**src/hdl/framed_word_deframer_crc16_assert.svh**
```systemverilog
// ---------------------------------------------------------------------------
// Assertion macros for the framed word deframer
// Each macro expands to one labeled concurrent assertion on clk, which is
// disabled while rst is high.
// ---------------------------------------------------------------------------
`ifndef FRAMED_WORD_DEFRAMER_CRC16_ASSERT_SVH
`define FRAMED_WORD_DEFRAMER_CRC16_ASSERT_SVH

// The consequent must hold in the same cycle as the antecedent.
`define FWDCRC_ASSERT_SAME(lbl, ante, cons, msg) \
  lbl: assert property (@(posedge clk) disable iff (rst) (ante) |-> (cons)) \
    else $error(msg);

// The consequent must hold in the cycle after the antecedent.
`define FWDCRC_ASSERT_NEXT(lbl, ante, cons, msg) \
  lbl: assert property (@(posedge clk) disable iff (rst) (ante) |=> (cons)) \
    else $error(msg);

`endif

```
**src/hdl/fwdcrc_pkg.sv**
```systemverilog
// ---------------------------------------------------------------------------
// fwdcrc_pkg
// Shared types, constants and CRC-16/MCRF4XX helpers for the deframer.
// ---------------------------------------------------------------------------
`default_nettype none

package fwdcrc_pkg;

  localparam int unsigned WORD_W   = 16;
  localparam int unsigned INDEX_W  = 8;
  localparam int unsigned CFG_W    = 9;
  localparam int unsigned MAX_WORDS = 256;
  localparam int unsigned COUNT_W  = $clog2(MAX_WORDS + 1);

  localparam logic [WORD_W-1:0] START_WORD = 16'h0226;
  localparam logic [WORD_W-1:0] END_WORD   = 16'h0218;
  localparam logic [WORD_W-1:0] CRC_INIT   = 16'hFFFF;
  localparam logic [WORD_W-1:0] CRC_POLY   = 16'h8408;

  localparam logic [CFG_W-1:0] MAX_WORDS_RESET = CFG_W'(256);

  typedef enum logic [1:0] {
    PH_HUNT  = 2'd0,
    PH_BODY  = 2'd1,
    PH_CHECK = 2'd2
  } phase_t;

  typedef enum logic [1:0] {
    ST_DATA     = 2'd0,
    ST_GOOD     = 2'd1,
    ST_CRC_ERR  = 2'd2,
    ST_OVERFLOW = 2'd3
  } status_t;

  typedef struct packed {
    logic [WORD_W-1:0]  word;
    logic [INDEX_W-1:0] index;
    logic               last;
    status_t            status;
  } result_t;

  // Reflected CRC, one byte, LSB first.
  function automatic logic [WORD_W-1:0] crc_byte(input logic [WORD_W-1:0] crc,
                                                 input logic [7:0] b);
    logic [WORD_W-1:0] c;
    c = crc ^ {8'h00, b};
    for (int k = 0; k < 8; k++) begin
      c = c[0] ? ((c >> 1) ^ CRC_POLY) : (c >> 1);
    end
    return c;
  endfunction

  // Upper byte goes in first, as it came first on the link.
  function automatic logic [WORD_W-1:0] crc_word(input logic [WORD_W-1:0] crc,
                                                 input logic [WORD_W-1:0] w);
    return crc_byte(crc_byte(crc, w[15:8]), w[7:0]);
  endfunction

endpackage

`default_nettype wire

```
**src/hdl/fwdcrc_fsm.sv**
```systemverilog
// ---------------------------------------------------------------------------
// fwdcrc_fsm
// Frame state, word count and running CRC; decides the result for one word.
// ---------------------------------------------------------------------------
`default_nettype none

module fwdcrc_fsm (
  input  wire logic                            clk,
  input  wire logic                            rst,
  input  wire logic [fwdcrc_pkg::CFG_W-1:0]    max_words,
  input  wire logic                            step,
  input  wire logic [fwdcrc_pkg::WORD_W-1:0]   word,
  output logic                                 res_valid,
  output fwdcrc_pkg::result_t                  res
);

  fwdcrc_pkg::phase_t                    phase, phase_next;
  logic [fwdcrc_pkg::COUNT_W-1:0]        word_count, word_count_next;
  logic [fwdcrc_pkg::WORD_W-1:0]         running_crc, running_crc_next;
  logic [fwdcrc_pkg::CFG_W-1:0]          limit;

  // The register may hold more than the frame buffer allows.
  assign limit = (max_words > fwdcrc_pkg::CFG_W'(fwdcrc_pkg::MAX_WORDS))
               ? fwdcrc_pkg::CFG_W'(fwdcrc_pkg::MAX_WORDS) : max_words;

  always_ff @(posedge clk) begin
    if (rst) begin
      phase       <= fwdcrc_pkg::PH_HUNT;
      word_count  <= '0;
      running_crc <= fwdcrc_pkg::CRC_INIT;
    end else if (step) begin
      phase       <= phase_next;
      word_count  <= word_count_next;
      running_crc <= running_crc_next;
    end
  end

  always_comb begin
    phase_next       = phase;
    word_count_next  = word_count;
    running_crc_next = running_crc;
    res_valid        = 1'b0;
    res.word         = word;
    res.index        = word_count[fwdcrc_pkg::INDEX_W-1:0];
    res.last         = 1'b0;
    res.status       = fwdcrc_pkg::ST_DATA;

    if (fwdcrc_pkg::CFG_W'(word_count) >= limit) begin
      res_valid        = 1'b1;
      res.last         = 1'b1;
      res.status       = fwdcrc_pkg::ST_OVERFLOW;
      phase_next       = fwdcrc_pkg::PH_HUNT;
      word_count_next  = '0;
      running_crc_next = fwdcrc_pkg::CRC_INIT;
    end else begin
      case (phase)
        fwdcrc_pkg::PH_BODY: begin
          if (word == fwdcrc_pkg::END_WORD) begin
            phase_next = fwdcrc_pkg::PH_CHECK;
          end else begin
            running_crc_next = fwdcrc_pkg::crc_word(running_crc, word);
          end
          word_count_next = word_count + fwdcrc_pkg::COUNT_W'(1);
          res_valid       = 1'b1;
        end
        fwdcrc_pkg::PH_CHECK: begin
          res_valid        = 1'b1;
          res.last         = 1'b1;
          res.status       = (word == running_crc) ? fwdcrc_pkg::ST_GOOD
                                                   : fwdcrc_pkg::ST_CRC_ERR;
          phase_next       = fwdcrc_pkg::PH_HUNT;
          word_count_next  = '0;
          running_crc_next = fwdcrc_pkg::CRC_INIT;
        end
        default: begin
          // Hunting; the unused phase code behaves the same way.
          if (word == fwdcrc_pkg::START_WORD) begin
            running_crc_next = fwdcrc_pkg::crc_word(fwdcrc_pkg::CRC_INIT, word);
            phase_next       = fwdcrc_pkg::PH_BODY;
            word_count_next  = fwdcrc_pkg::COUNT_W'(1);
            res_valid        = 1'b1;
            res.index        = '0;
          end else begin
            phase_next = fwdcrc_pkg::PH_HUNT;
          end
        end
      endcase
    end
  end

endmodule

`default_nettype wire

```
**src/hdl/framed_word_deframer_crc16.sv**
```systemverilog
// Pipeline: an accepted beat is held in the input register, then its result
//   in the result register; a stalled output keeps the beat in the input register.
// Throughput: one input beat per cycle, limited only by the result register
//   being drained; the 16-bit CRC update is combinational.
// Reset (rst, synchronous): hunting for the start word, count zero, CRC 0xFFFF,
//   max_words 256, both pipeline registers empty.
// ---------------------------------------------------------------------------
// framed_word_deframer_crc16
// Finds frames between the start word and the end word, passes their words
// through with their positions, and checks the trailing CRC-16/MCRF4XX word.
// ---------------------------------------------------------------------------
`default_nettype none
`include "framed_word_deframer_crc16_assert.svh"

module framed_word_deframer_crc16 (
  input  wire logic                               clk,
  input  wire logic                               rst,
  // Configuration: frame length limit.
  input  wire logic                               cfg_wr_en,
  input  wire logic [fwdcrc_pkg::CFG_W-1:0]       cfg_wr_data,
  // Input beats.
  input  wire logic                               in_valid,
  output logic                                    in_ready,
  input  wire logic [fwdcrc_pkg::WORD_W-1:0]      in_word,
  // Result beats.
  output logic                                    out_valid,
  input  wire logic                               out_ready,
  output logic [fwdcrc_pkg::WORD_W-1:0]           out_word,
  output logic [fwdcrc_pkg::INDEX_W-1:0]          word_index,
  output logic                                    frame_last,
  output logic [1:0]                              frame_status
);

  logic [fwdcrc_pkg::CFG_W-1:0]  max_words;

  // Input register.
  logic                          s1_valid;
  logic [fwdcrc_pkg::WORD_W-1:0] s1_word;

  // Result register.
  fwdcrc_pkg::result_t           out_res;

  logic                          step;
  logic                          fsm_res_valid;
  fwdcrc_pkg::result_t           fsm_res;

  // The held word is processed whenever the result register is free or is
  // being emptied in this same cycle, so words can stream one per cycle.
  assign step     = s1_valid && (!out_valid || out_ready);
  assign in_ready = !s1_valid || step;

  always_ff @(posedge clk) begin
    if (rst) begin
      max_words <= fwdcrc_pkg::MAX_WORDS_RESET;
    end else if (cfg_wr_en) begin
      max_words <= cfg_wr_data;
    end
  end

  always_ff @(posedge clk) begin
    if (rst) begin
      s1_valid <= 1'b0;
    end else if (in_valid && in_ready) begin
      s1_valid <= 1'b1;
    end else if (step) begin
      s1_valid <= 1'b0;
    end
  end

  always_ff @(posedge clk) begin
    if (in_valid && in_ready) begin
      s1_word <= in_word;
    end
  end

  fwdcrc_fsm u_fsm (
    .clk       (clk),
    .rst       (rst),
    .max_words (max_words),
    .step      (step),
    .word      (s1_word),
    .res_valid (fsm_res_valid),
    .res       (fsm_res)
  );

  // A dropped word still consumes the step but loads nothing; a waiting
  // result that is taken in that cycle simply leaves the register empty.
  always_ff @(posedge clk) begin
    if (rst) begin
      out_valid <= 1'b0;
    end else if (step) begin
      out_valid <= fsm_res_valid;
    end else if (out_ready) begin
      out_valid <= 1'b0;
    end
  end

  always_ff @(posedge clk) begin
    if (step && fsm_res_valid) begin
      out_res <= fsm_res;
    end
  end

  assign out_word     = out_res.word;
  assign word_index   = out_res.index;
  assign frame_last   = out_res.last;
  assign frame_status = out_res.status;

  // Only terminal results close a frame.
  `FWDCRC_ASSERT_SAME(a_last_matches_status, out_valid,
    frame_last == (frame_status != fwdcrc_pkg::ST_DATA), "frame_last disagrees with status")

  // Back-pressure on the input comes only from a full pipe with a stalled output.
  `FWDCRC_ASSERT_SAME(a_ready_only_when_full, !in_ready,
    s1_valid && out_valid && !out_ready, "input stalled without output stall")

  // A produced result is on the output in the next cycle.
  `FWDCRC_ASSERT_NEXT(a_result_loaded, step && fsm_res_valid,
    out_valid, "result was not loaded into the output register")

endmodule

`default_nettype wire

```
**config.mk**
```make
export PLATFORM = sky130hd
export DESIGN_NAME = framed_word_deframer_crc16
export DESIGN_NICKNAME = d
export VERILOG_FILES = /design/src/hdl/fwdcrc_pkg.sv /design/src/hdl/fwdcrc_fsm.sv /design/src/hdl/framed_word_deframer_crc16.sv
export VERILOG_INCLUDE_DIRS = /design/src /design/src/hdl
export SDC_FILE = /design/constraint.sdc
export NUM_CORES = 1
export LEC_CHECK = 0
export ABC_AREA = 1
export BUFFER_PORTS_ARGS = -buffer_cell sky130_fd_sc_hd__buf_4
export CORE_MARGIN = 4
export CORE_UTILIZATION = 40
export CTS_CLUSTER_DIAMETER = 40
export DETAILED_ROUTE_END_ITERATION = 6
export PLACE_DENSITY = 0.55
export SYNTH_ARGS = -nofsm -noshare
export SYNTH_HDL_FRONTEND = slang
export SYNTH_SLANG_ARGS = --single-unit
```
**constraint.sdc**
```tcl
create_clock -name clk -period 3.2 [get_ports clk]
set_clock_uncertainty 0.05 [all_clocks]
set_input_delay 0.48 -clock clk [delete_from_list [all_inputs] [get_ports clk]]
set_output_delay 0.48 -clock clk [all_outputs]
set_load 0.005 [all_outputs]
```
Word level (Yosys, flattened, before mapping) --
Index checks and enable logic that the tools add are counted.
Storage, ports and cells: register bits after elaboration 81
Cells by class: add/subtract/negate cells 1, magnitude comparators 2, equality and inequality tests 7, multiplexer cells 56, bitwise gates (word level) 36, reduce and logical (&&, ||, !) cells 14
Operators with widths (count):
- $mux W16 | 35
- $not A2 Y3 | 32
- $xor A16 B8 Y16 | 3
- $eq A16 B10 Y1 const B | 2
- $pmux W16 S2 | 1
- $mux W9 | 3
- $mux W8 | 3
- $pmux W9 S2 | 1
- $eq A16 B16 Y1 | 1
- $not A8 Y16 | 1
- $add A9 B1 Y9 const B | 1
- $ge A9 B9 Y1 | 1
- $gt A9 B9 Y1 const B | 1
- $mux W1 | 8
- $mux W2 | 3
- $pmux W2 S2 | 1
- $reduce_and A2 Y1 | 2
- $reduce_bool A2 Y1 | 2
- $reduce_bool A4 Y1 | 1
- $logic_and A1 B1 Y1 | 3
- $mux W3 | 1
- $ne A3 B1 Y1 const B | 1
- $ne A3 B2 Y1 const B | 1
- $reduce_and A3 Y1 | 1
- 5 further kinds | 7

Depth between registers and ports, before layout --
Gate-level depths: netlist of the first run.
word-level depth 37, gate-level depth with buffers 17

Hierarchy --
From an unflattened synthesis of the first run, not the netlist that was laid out.
Second synthesis, totals: cell total of the unflattened synthesis 770, area total of the unflattened synthesis 5485.3 sq um
Modules (own cells, without submodules):
- fwdcrc_fsm | instances 1, cells an instance 671, area an instance 3767.4 sq um, seq. area each 540.5 sq um
- framed_word_deframer_crc16 | instances 1, cells an instance 99, area an instance 1717.9 sq um, seq. area each 1511.4 sq um

Least setup slack after synthesis of the first run --
OpenSTA, ideal clock, no wires.
kind register -> register, start point register max_words[2] (netlist bit), end point register out_res, in the netlist frame_last (enable), setup time 382 ps, arrival time 2408 ps, slack 360 ps, stages on the path, launching flop included 12, path buffers 1, clock period less this slack 2840 ps, path through dfxtp_1 > nor4_1 > a21o_1 > nand2_1 > ha_1 > nand2_1 > nor3_1 > nand2_1 > nand3_2 > buf_2 > o21ai_0 > inv_1
Between the ends: word-level cells in the longest chain between the ends 5
Ends and longest elaborated chain:
- start, declared | line framed_word_deframer_crc16.sv:34 | logic [fwdcrc_pkg::CFG_W-1:0] max_words;
- start signal, assigned | line framed_word_deframer_crc16.sv:54 | max_words <= fwdcrc_pkg::MAX_WORDS_RESET;
- start signal, assigned | line framed_word_deframer_crc16.sv:56 | max_words <= cfg_wr_data;
- $gt A9 B9 Y1 | line fwdcrc_fsm.sv:23 | assign limit = (max_words > fwdcrc_pkg::CFG_W'(fwdcrc_pkg::MAX_WORDS))
- $mux W9 (*) | line fwdcrc_fsm.sv:24 | ? fwdcrc_pkg::CFG_W'(fwdcrc_pkg::MAX_WORDS) : max_words;
- $ge A9 B9 Y1 (*) | line fwdcrc_fsm.sv:48 | if (fwdcrc_pkg::CFG_W'(word_count) >= limit) begin
- $mux W1 (*) | line fwdcrc_fsm.sv:48
- $logic_and A1 B1 Y1 (*) | line framed_word_deframer_crc16.sv:99 | if (step && fsm_res_valid) begin
- end signal, assigned | line framed_word_deframer_crc16.sv:100 | out_res <= fsm_res;
- end, declared | line framed_word_deframer_crc16.sv:41 | fwdcrc_pkg::result_t out_res;
Every way passes the cells marked *; elsewhere a longest branch is shown, timed or not. A chain may end at the register's enable or synchronous reset.

Worst setup path after layout of the first run --
start point register max_words[2] (netlist bit), end point register u_fsm.running_crc[4] (netlist bit)
Between the ends: word-level cells in the longest chain between the ends 5, elaborated cells between the ends (all ways) 7
Ends and longest elaborated chain:
- $gt A9 B9 Y1 | line fwdcrc_fsm.sv:23
- $mux W9 (*) | line fwdcrc_fsm.sv:24
- $ge A9 B9 Y1 (*) | line fwdcrc_fsm.sv:48
- $ne A3 B2 Y1 (no line) / $reduce_bool A4 Y1 (equally long branches)
- $reduce_and A3 Y1 (no line)
- end signal, assigned | line fwdcrc_fsm.sv:30 | running_crc <= fwdcrc_pkg::CRC_INIT;
- end signal, assigned | line fwdcrc_fsm.sv:34 | running_crc <= running_crc_next;
- end, declared | line fwdcrc_fsm.sv:19 | logic [fwdcrc_pkg::WORD_W-1:0] running_crc, running_crc_next;
Marks and branches as above.

==> results of run 1 <==
[repair_timing]
item,4_1_cts,5_1_grt
endpoints found under the setup margin,0,29
hold endpoints to repair,0,0
gates resized for setup,0,2
[cells in the final DEF (no fill, tap or decap), types with 3 or more instances in the layout]
master,synthesis,layout
inv_1,58,58
nand2_2,14,15
nand2_4,5,5
nand3_1,54,54
clkbuf_16,0,9
nand2_1,243,242
xor2_2,7,7
a21oi_1,30,30
nand3_2,4,4
buf_4,4,63
nand3b_1,5,5
xnor2_1,16,16
o21ai_1,4,5
nor3_1,8,8
nor2_1,53,53
edfxtp_1,43,43
inv_2,3,3
o21ai_0,26,25
ha_1,12,12
dfxtp_1,38,38
nor4_1,5,5
xor2_1,25,25
a21oi_2,6,6
nand4_1,8,8
[per-stage QoR]
stage	power [mW]	hold WS, ns	setup slack [ns]	utilization
5_1_grt	3.41	0.252	0.0210	0.473
6_report	3.23	0.266	0.315	0.473
3_5_place_dp	2.17	0.432	0.226	0.450
2_1_floorplan	1.93	0.371	0.360	-
3_3_place_gp	2.15	0.420	0.276	0.450
4_1_cts	3.24	0.252	0.204	0.473
[flip-flops by register name, summed over array words and instances, names as in the netlist]
register	cells
s1_word	16
frame_last	1
u_fsm.word_count	9
frame_status	2
max_words	9
s1_valid	1
word_index	8
out_valid	1
u_fsm.running_crc	16
out_word	16
u_fsm.phase	2
[final timing paths]
path                               end  slack [ns]  cells after the start
setup reg to reg  u_fsm.running_crc[4]        0.31                     13
hold reg to reg           max_words[0]        0.44                      2
hold / removal              s1_word[8]        0.27                      1
setup / recovery  u_fsm.running_crc[4]        0.31                     13
[metal layers]
metal	wire length, um	vias to the layer above	part of all wire	GRT usage
met3	978	25	0.065	0.0333
met5	6	-	0.00040	0
met2	6610	162	0.44	0.293
met1	7120	2239	0.47	0.283
li1	-	2425	-	-
met4	382	2	0.025	0.0721
[critical path, cell delays in order, from the launching register on]
cell     delay, ns
dfxtp_1       0.32
nor4_1        0.30
a21o_1        0.21
nand2_1       0.07
ha_1          0.31
a21oi_1       0.19
o21ai_1       0.07
a21oi_1       0.16
nand3_2       0.19
buf_4         0.22
inv_1         0.28
o21ai_0       0.14
o21ai_0       0.19
nand2_1       0.07
[report_power, final]
group          total [mW]  switching (mW)  internal, mW  leakage [nW]
Sequential           1.26          0.0895          1.17         0.714
Clock                1.07           0.452         0.620         0.146
Combinational       0.898           0.569         0.329          2.00
Total                3.23            1.11          2.12          2.86
[logic make-up after synthesis]
| kind of cell | after synthesis |
|---|---|
| and+or+nand+nor | 413 |
| buffers and inverters | 96 |
| DFF | 81 |
| AOI/OAI and AO/OA | 70 |
| xor gates and xnor gates | 52 |
| adders and majority gates | 12 |
[layout make-up]
type,instances,area [sq um]
fillers,1374,7030
multi-input cells,547,2980
flip-flops and latches,81,2050
repair buffers,64,493
inverters,67,268
clock buffers,9,225
well taps,176,220
clock inverters,7,85.1
==> impl_metrics.csv, run 1 <==
group,metric,value,unit
outcome,status,"finished clean",
logic_synthesis,yosysWarnings,0,
die,die_height,125,um
cts,cts-root-buf,"clkbuf_16",
die,start_util,0.412,
die,row_count,42,
place,dp_hpwl,11.6,mm
die,dieArea,15700,sq um
logic_synthesis,synth_top_family_by_area,"simple AND/OR/NAND/NOR gates",
hold_path,hp-class,"in2reg",
detailed_routing,drc,0,
logic_synthesis,syn_area_per_cell,7.60,sq um
place,dp.cells,935,
cts,clk_path_buf_depth,2,
cts,tritoncts,"built",
logic_synthesis,ys_ff_latch,81,
finish,fin_nets,812,
logic_synthesis,syn_area,5510,sq um
logic_synthesis,synth-compound-area-share,0.0695,
detailed_routing,drtAntennaViolNets,0,
logic_synthesis,synth_cell_types,54,
timing,tns,0,ns
worst_setup_path,end_kind,"register",
timing,fin_crit_sh,0.902,
worst_setup_path,reg2reg_from,"max_words[2]",
timing,worst_slew_pin_slew,0.639,ns
detailed_routing,routedWlPerCell,15.9,um
global_routing,grt_overflow,0,
global_routing,grt_first_pass_wirelength,24.6,mm
cts,cts.clk_slew.worst_paths,0.07,ns
timing,relSlewSlack,0.573,
detailed_routing,first_iter_violations,246,
logic_synthesis,syn_nets,766,
timing,maxSlewViolCount,0,
logic_synthesis,synthMuxAreaShare,0,
logic_synthesis,synth-edff-count,43,
worst_setup_path,crit_start,"max_words[2]",
cts,postCtsSetupRepairBufs,0,
cts,ctsHtreeMaxLevel,3,
timing,min_period,2.89,ns
power,ir_drop,0.000359,V
finish,fin_cells,951,
worst_setup_path,worstPathArrival,3.07,ns
logic_synthesis,synthTopCellsByCount,"243 x nand2_1, 58 x inv_1, 54 x nand3_1",
logic_synthesis,synthSimpleGateAreaFrac,0.342,
logic_synthesis,synth_xor_area_frac,0.102,
logic_synthesis,synth_fa_ha_area_frac,0.0273,
place,io_buffers,58,
detailed_routing,vias_per_cell,5.10,
worst_setup_path,required,3.38,ns
detailed_routing,drtPass1Iterations,4,
detailed_routing,drt_wl_total,15.1,mm
timing,rsz0062_at_grt,"false",
global_routing,grt_max_degree,26,
global_routing,grt_util_all_layers,0.195,
finish,design_area,6320,sq um
die,io_pins,59,
logic_synthesis,synth_async_sr_flop_share,0,
worst_setup_path,critPathLaunchType,"register",
global_routing,grt_pass1_vias,4708,
logic_synthesis,synth_top_area_share,0.235,
cts,cts_made_buffers,9,
logic_synthesis,syn_inst,724,
worst_setup_path,crit_type,"reg2reg",
power,p_leak,2.86,nW
finish,area_growth,14.8,%
cts,cts_sinks,81,
place,placed_cell_area,6010,sq um
finish,drive_gt1_frac,0.181,
detailed_routing,vias,4853,
timing,max_freq,347,MHz
timing,setup_viol_count_final,0,
finish,diodes,0,
logic_synthesis,yosysSeqAreaShare,0.373,
cts,postCtsHoldBufs,0,
place,place.gp.congestion,0.896,
cts,clock_latency,0.34,ns
logic_synthesis,ys.flop_type,"edfxtp_1",
global_routing,antenna_found_initial,1,
worst_setup_path,critPathMaxFanout,12,
power,power_density,511,nW/um^2
run,drv_cap,0,
hold_path,hold_path.startpoint,"in_word[8]",
die,design.core.area,13300,sq um
logic_synthesis,synth_area_leaders,"edfxtp_1 23%, nand2_1 17%, dfxtp_1 14%, nand3_1 4.9%, xor2_1 4.0%",
timing,hold_violations,0,
die,die_w,125,um
logic_synthesis,yosysTopAreaCell,"edfxtp_1",
logic_synthesis,yosysMostFrequentCell,"nand2_1",
Power figures use the tool's default switching activity.
==> run 2: changes to the inputs <==
--- a/config.mk
+++ b/config.mk
@@ -8,11 +8,14 @@
 export LEC_CHECK = 0
 export ABC_AREA = 1
 export BUFFER_PORTS_ARGS = -buffer_cell sky130_fd_sc_hd__buf_4
+export CELL_PAD_IN_SITES_DETAIL_PLACEMENT = 1
+export CELL_PAD_IN_SITES_GLOBAL_PLACEMENT = 1
 export CORE_MARGIN = 4
 export CORE_UTILIZATION = 40
 export CTS_CLUSTER_DIAMETER = 40
 export DETAILED_ROUTE_END_ITERATION = 6
-export PLACE_DENSITY = 0.55
+export PLACE_DENSITY = 0.71
+export RECOVER_POWER = 50
 export SYNTH_ARGS = -nofsm -noshare
 export SYNTH_HDL_FRONTEND = slang
 export SYNTH_SLANG_ARGS = --single-unit
==> impl_metrics.csv, run 2 (synthesized netlist as in run 1, its figures left out) <==
group,metric,value,unit
outcome,status,"finished clean",
die,design.core.area,13300,sq um
global_routing,grt_first_pass_wirelength,27.5,mm
timing,maxSlewViolCount,0,
timing,relSlewSlack,0.575,
worst_setup_path,critPathMaxFanout,10,
worst_setup_path,critPathLaunchType,"register",
detailed_routing,drtAntennaViolNets,0,
cts,cts.clk_slew.worst_paths,0.07,ns
power,power_density,515,nW/um^2
timing,worst_slew_pin_slew,0.632,ns
die,die_height,125,um
timing,max_freq,346,MHz
finish,area_growth,14.4,%
worst_setup_path,required,3.42,ns
die,die_w,125,um
worst_setup_path,crit_type,"reg2reg",
global_routing,grt_max_degree,27,
run,drv_cap,0,
power,p_leak,2.84,nW
place,place.gp.congestion,0.854,
detailed_routing,first_iter_violations,220,
die,io_pins,59,
worst_setup_path,cp_cell_sequence,"nor4_1 > a21o_1 > nand2_1 > ha_1 > a21oi_1 > o21ai_0 > a21oi_1 > nand3_2 > nor2_4 > nand3_2 > nand3_4 > buf_4 > nand2_1 > nand3_1",
cts,postCtsSetupRepairBufs,0,
detailed_routing,vias,4898,
worst_setup_path,cp_slowest_cell,"dfxtp_1",
timing,setup_ws,0.308,ns
finish,drive_gt1_frac,0.174,
worst_setup_path,end_kind,"register",
timing,setup_viol_count_final,0,
cts,ctsHtreeMaxLevel,3,
timing,min_period,2.89,ns
finish,fill_cells,1683,
worst_setup_path,crit_path_max_incr_delay,0.33,ns
timing,fin_crit_sh,0.904,
place,dp_hpwl,13.4,mm
detailed_routing,vias_per_cell,5.15,
global_routing,grt_pass1_vias,5302,
detailed_routing,routedWlPerCell,17.6,um
finish,fin_cells,951,
place,io_buffers,58,
finish,fin_nets,812,
finish,multi_input_area,2980,sq um
power,ir_drop,0.000314,V
cts,clock_latency,0.34,ns
finish,regArea,2050,sq um
global_routing,antenna_found_initial,0,
cts,tritoncts,"built",
detailed_routing,drc,0,
place,dp_slack,0.278,ns
hold_path,hp-class,"in2reg",
die,dieArea,15700,sq um
timing,hold_violations,0,
cts,cts_sinks,81,
worst_setup_path,worstPathArrival,3.11,ns
cts,clk_path_buf_depth,2,
cts,cts-root-buf,"clkbuf_16",
place,dp.cells,935,
detailed_routing,drt_wl_total,16.7,mm
finish,diodes,0,
finish,mostFrequentLayoutCells,"242 x nand2_1, 58 x inv_1, 54 x nand3_1",
finish,post-route-util,0.472,
global_routing,grt_util_all_layers,0.219,
cts,cts_made_buffers,9,
detailed_routing,drtPass1Iterations,4,
die,row_count,42,
finish,layout_commonest_cell,"nand2_1",
die,start_util,0.412,
power,power.total,3.24,mW
global_routing,grt_overflow,0,
run 2: final timing paths:
check	slack, ns	to	depth (start not counted)	start
max	0.31	u_fsm.running_crc[11]	14	max_words[2]
min	0.28	s1_word[0]	1	in_word[0]
max reg2reg	0.31	u_fsm.running_crc[11]	14	max_words[2]
min reg2reg	0.44	max_words[0]	2	max_words[0]
run 2: worst max-delay path: cells and delay by family (launching register included):
| family | cells | cell delay [ns] |
|---|---|---|
| AOI/OAI and AO/OA | 4 | 0.59 |
| adders and majority gates | 1 | 0.31 |
| buffers and inverters | 1 | 0.21 |
| and+or+nand+nor | 8 | 1.33 |
| DFF | 1 | 0.33 |
run 2: where the power goes:
part	total, mW	switching, mW	internal, mW
Combinational	0.902	0.577	0.325
Sequential	1.26	0.0956	1.17
Clock	1.08	0.456	0.621
Total	3.24	1.13	2.11
run 2: layer usage:
layer	up-vias	GRT usage	routed length, um	share of wire
li1	2421	-	-	-
met2	84	0.394	8470	0.51
met1	2372	0.272	7460	0.45
met3	21	0.0358	535	0.032
met4	0	0.0580	275	0.016
met5	-	0	0	0
run 2: repair_timing:
action / in CTS / in global routing
setup endpoints to repair: 0 / 4
hold buffers: 0 / 0
gates resized for setup: 0 / 1
run 2: stage by stage:
stage | area, sq um | TNS [ns] | hold slack [ns]
3_5_place_dp | 6010 | 0 | 0.432
5_1_grt | 6300 | -0.000439 | 0.263
6_report | 6300 | 0 | 0.284
2_1_floorplan | 5510 | 0 | 0.371
3_3_place_gp | 6010 | 0 | 0.422
4_1_cts | 6320 | 0 | 0.250
run 2: layout make-up:
type | instances | share of cell area
Clock buffer | 9 | 0.0357
Multi-Input combinational cell | 547 | 0.472
Inverter | 67 | 0.0425
Tap cell | 176 | 0.0350
Clock inverter | 7 | 0.0133
Timing Repair Buffer | 64 | 0.0753
Sequential cell | 81 | 0.326
==> run 3: changes to the inputs <==
--- a/config.mk
+++ b/config.mk
@@ -12,6 +12,7 @@
 export CELL_PAD_IN_SITES_GLOBAL_PLACEMENT = 1
 export CORE_MARGIN = 4
 export CORE_UTILIZATION = 40
+export CTS_BUF_LIST = sky130_fd_sc_hd__clkbuf_8
 export CTS_CLUSTER_DIAMETER = 40
 export DETAILED_ROUTE_END_ITERATION = 6
 export PLACE_DENSITY = 0.71
==> impl_metrics.csv, run 3 (synthesized netlist as in run 1, its figures left out) <==
group,metric,value,unit
finish,mostFrequentLayoutCells,"242 x nand2_1, 58 x inv_1, 54 x nand3_1",
worst_setup_path,crit_path_max_incr_delay,0.33,ns
die,design.core.area,13300,sq um
finish,diodes,0,
cts,clk_path_buf_depth,2,
place,dp.cells,935,
cts,clock_latency,0.36,ns
worst_setup_path,worstPathArrival,3.16,ns
global_routing,grt_first_pass_wirelength,27.5,mm
detailed_routing,vias,4916,
worst_setup_path,reg2regPathDepth,14,
outcome,status,"finished clean",
worst_setup_path,worstSetupPathDepth,14,
die,die_height,125,um
worst_setup_path,crit_type,"reg2reg",
global_routing,grt_pass1_vias,5311,
cts,cts.clk_slew.worst_paths,0.10,ns
worst_setup_path,worst_path_dominant_cell_family,"simple AND/OR/NAND/NOR gates",
timing,rsz0062_at_grt,"false",
worst_setup_path,cp_slowest_cell,"dfxtp_1",
global_routing,grt_max_degree,27,
global_routing,grt_overflow,0,
power,power_density,478,nW/um^2
cts,cts-root-buf,"clkbuf_8",
worst_setup_path,crit_buf_inv,1,
detailed_routing,vias_per_cell,5.17,
cts,cts_sinks,81,
timing,relSlewSlack,0.569,
worst_setup_path,endpoint,"u_fsm.running_crc[11]",
timing,tns,0,ns
timing,fin_crit_sh,0.909,
die,die_w,125,um
worst_setup_path,critPathMaxFanout,10,
worst_setup_path,critPathLaunchType,"register",
timing,setup_viol_count_final,0,
worst_setup_path,required,3.45,ns
worst_setup_path,r2r_end,"u_fsm.running_crc[11]",
detailed_routing,drtAntennaViolNets,0,
timing,max_freq,344,MHz
run,drv_cap,0,
place,dp_hpwl,13.4,mm
place,io_buffers,58,
detailed_routing,first_iter_violations,231,
die,dieArea,15700,sq um
cts,tritoncts,"built",
cts,ctsHtreeMaxLevel,3,
global_routing,grt_util_all_layers,0.219,
timing,maxSlewViolCount,0,
hold_path,hp-class,"in2reg",
worst_setup_path,cp_cell_sequence,"nor4_1 > a21o_1 > nand2_1 > ha_1 > a21oi_1 > o21ai_0 > a21oi_1 > nand3_4 > nor2_4 > nand3_2 > nand3_4 > buf_4 > nand2_1 > nand3_1",
power,p_leak,2.80,nW
detailed_routing,drtPass1Iterations,4,
timing,worst_slew_pin_slew,0.646,ns
die,start_util,0.412,
finish,area_growth,12.8,%
cts,cts_made_buffers,9,
timing,hold_violations,0,
die,row_count,42,
place,place.gp.congestion,0.854,
worst_setup_path,end_kind,"register",
finish,drive_gt1_frac,0.174,
finish,layout_commonest_cell,"nand2_1",
global_routing,antenna_found_initial,0,
detailed_routing,drc,0,
worst_setup_path,reg2reg_from,"max_words[2]",
cts,postCtsSetupRepairBufs,0,
finish,fin_cells,951,
worst_setup_path,r2r_slack,0.29,ns
finish,fin_nets,812,
worst_setup_path,crit_start,"max_words[2]",
detailed_routing,routedWlPerCell,17.6,um
timing,min_period,2.91,ns
detailed_routing,drt_wl_total,16.8,mm
die,io_pins,59,
power,ir_drop,0.000270,V
[run 3: cell count changes in the layout (fill, tap and decap cells not counted)]
| cell | previous run | this run |
|---|---|---|
| clkbuf_16 | 9 | 0 |
| clkbuf_8 | 0 | 9 |
| nand3_2 | 4 | 3 |
| nand3_4 | 1 | 2 |
| nor2_2 | 1 | 0 |
| nor2_4 | 1 | 2 |
[run 3: repair_timing]
item                                    in CTS  in global routing
resized for setup                            0                  3
endpoints found under the setup margin       0                 11
hold buffers                                 0                  0
[run 3: through the flow]
stage | total power [mW] | setup slack [ns] | util | hold slack (ns) | instance area [sq um]
after floorplan | 1.93 | 0.360 | - | 0.371 | 5510
after detailed placement | 2.19 | 0.278 | 0.450 | 0.432 | 6010
after CTS | 3.00 | 0.250 | 0.466 | 0.216 | 6210
final | 2.97 | 0.291 | 0.465 | 0.260 | 6210
after global routing | 3.17 | 0.000471 | 0.465 | 0.231 | 6210
after global placement | 2.15 | 0.413 | 0.450 | 0.422 | 6010
[run 3: layout make-up]
type | count | area (sq um)
fillers | 1701 | 7140
multi-input cells | 547 | 2990
flip-flops and latches | 81 | 2050
repair buffers | 64 | 474
inverters | 67 | 268
well taps | 176 | 220
clock buffers | 9 | 124
clock inverters | 7 | 83.8
[run 3: worst min-delay path by stage]
stage,slack (ns),cells past startpoint,from,endpoint
after global placement,0.42,2,u_fsm.phase[1],u_fsm.phase[1]
after CTS,0.22,1,in_word[13],s1_word[13]
after floorplan,0.37,0,s1_word[13],out_word[13]
after global routing,0.23,1,in_word[10],s1_word[10]
final,0.26,1,in_word[10],s1_word[10]
after detailed placement,0.43,2,u_fsm.phase[1],u_fsm.phase[1]
[run 3: report_power, final]
group	switching [mW]	total, mW	internal (mW)
clock network	0.423	0.800	0.377
registers	0.0965	1.26	1.17
logic	0.580	0.906	0.327
total	1.10	2.97	1.87
[run 3: worst reg2reg max path, delay by kind of cell (launching register included)]
| family | cells | cell delay [ns] |
|---|---|---|
| compound gates | 4 | 0.66 |
| fa+ha+maj | 1 | 0.31 |
| buf+inv | 1 | 0.21 |
| flops | 1 | 0.33 |
| simple gates | 8 | 1.29 |
[run 3: per-layer routing]
layer	global-route usage	vias to the layer above	wire length, um
li1	-	2424	-
met1	0.269	2397	7520
met2	0.396	69	8480
met3	0.0303	26	436
met4	0.0695	0	318
met5	0	-	0
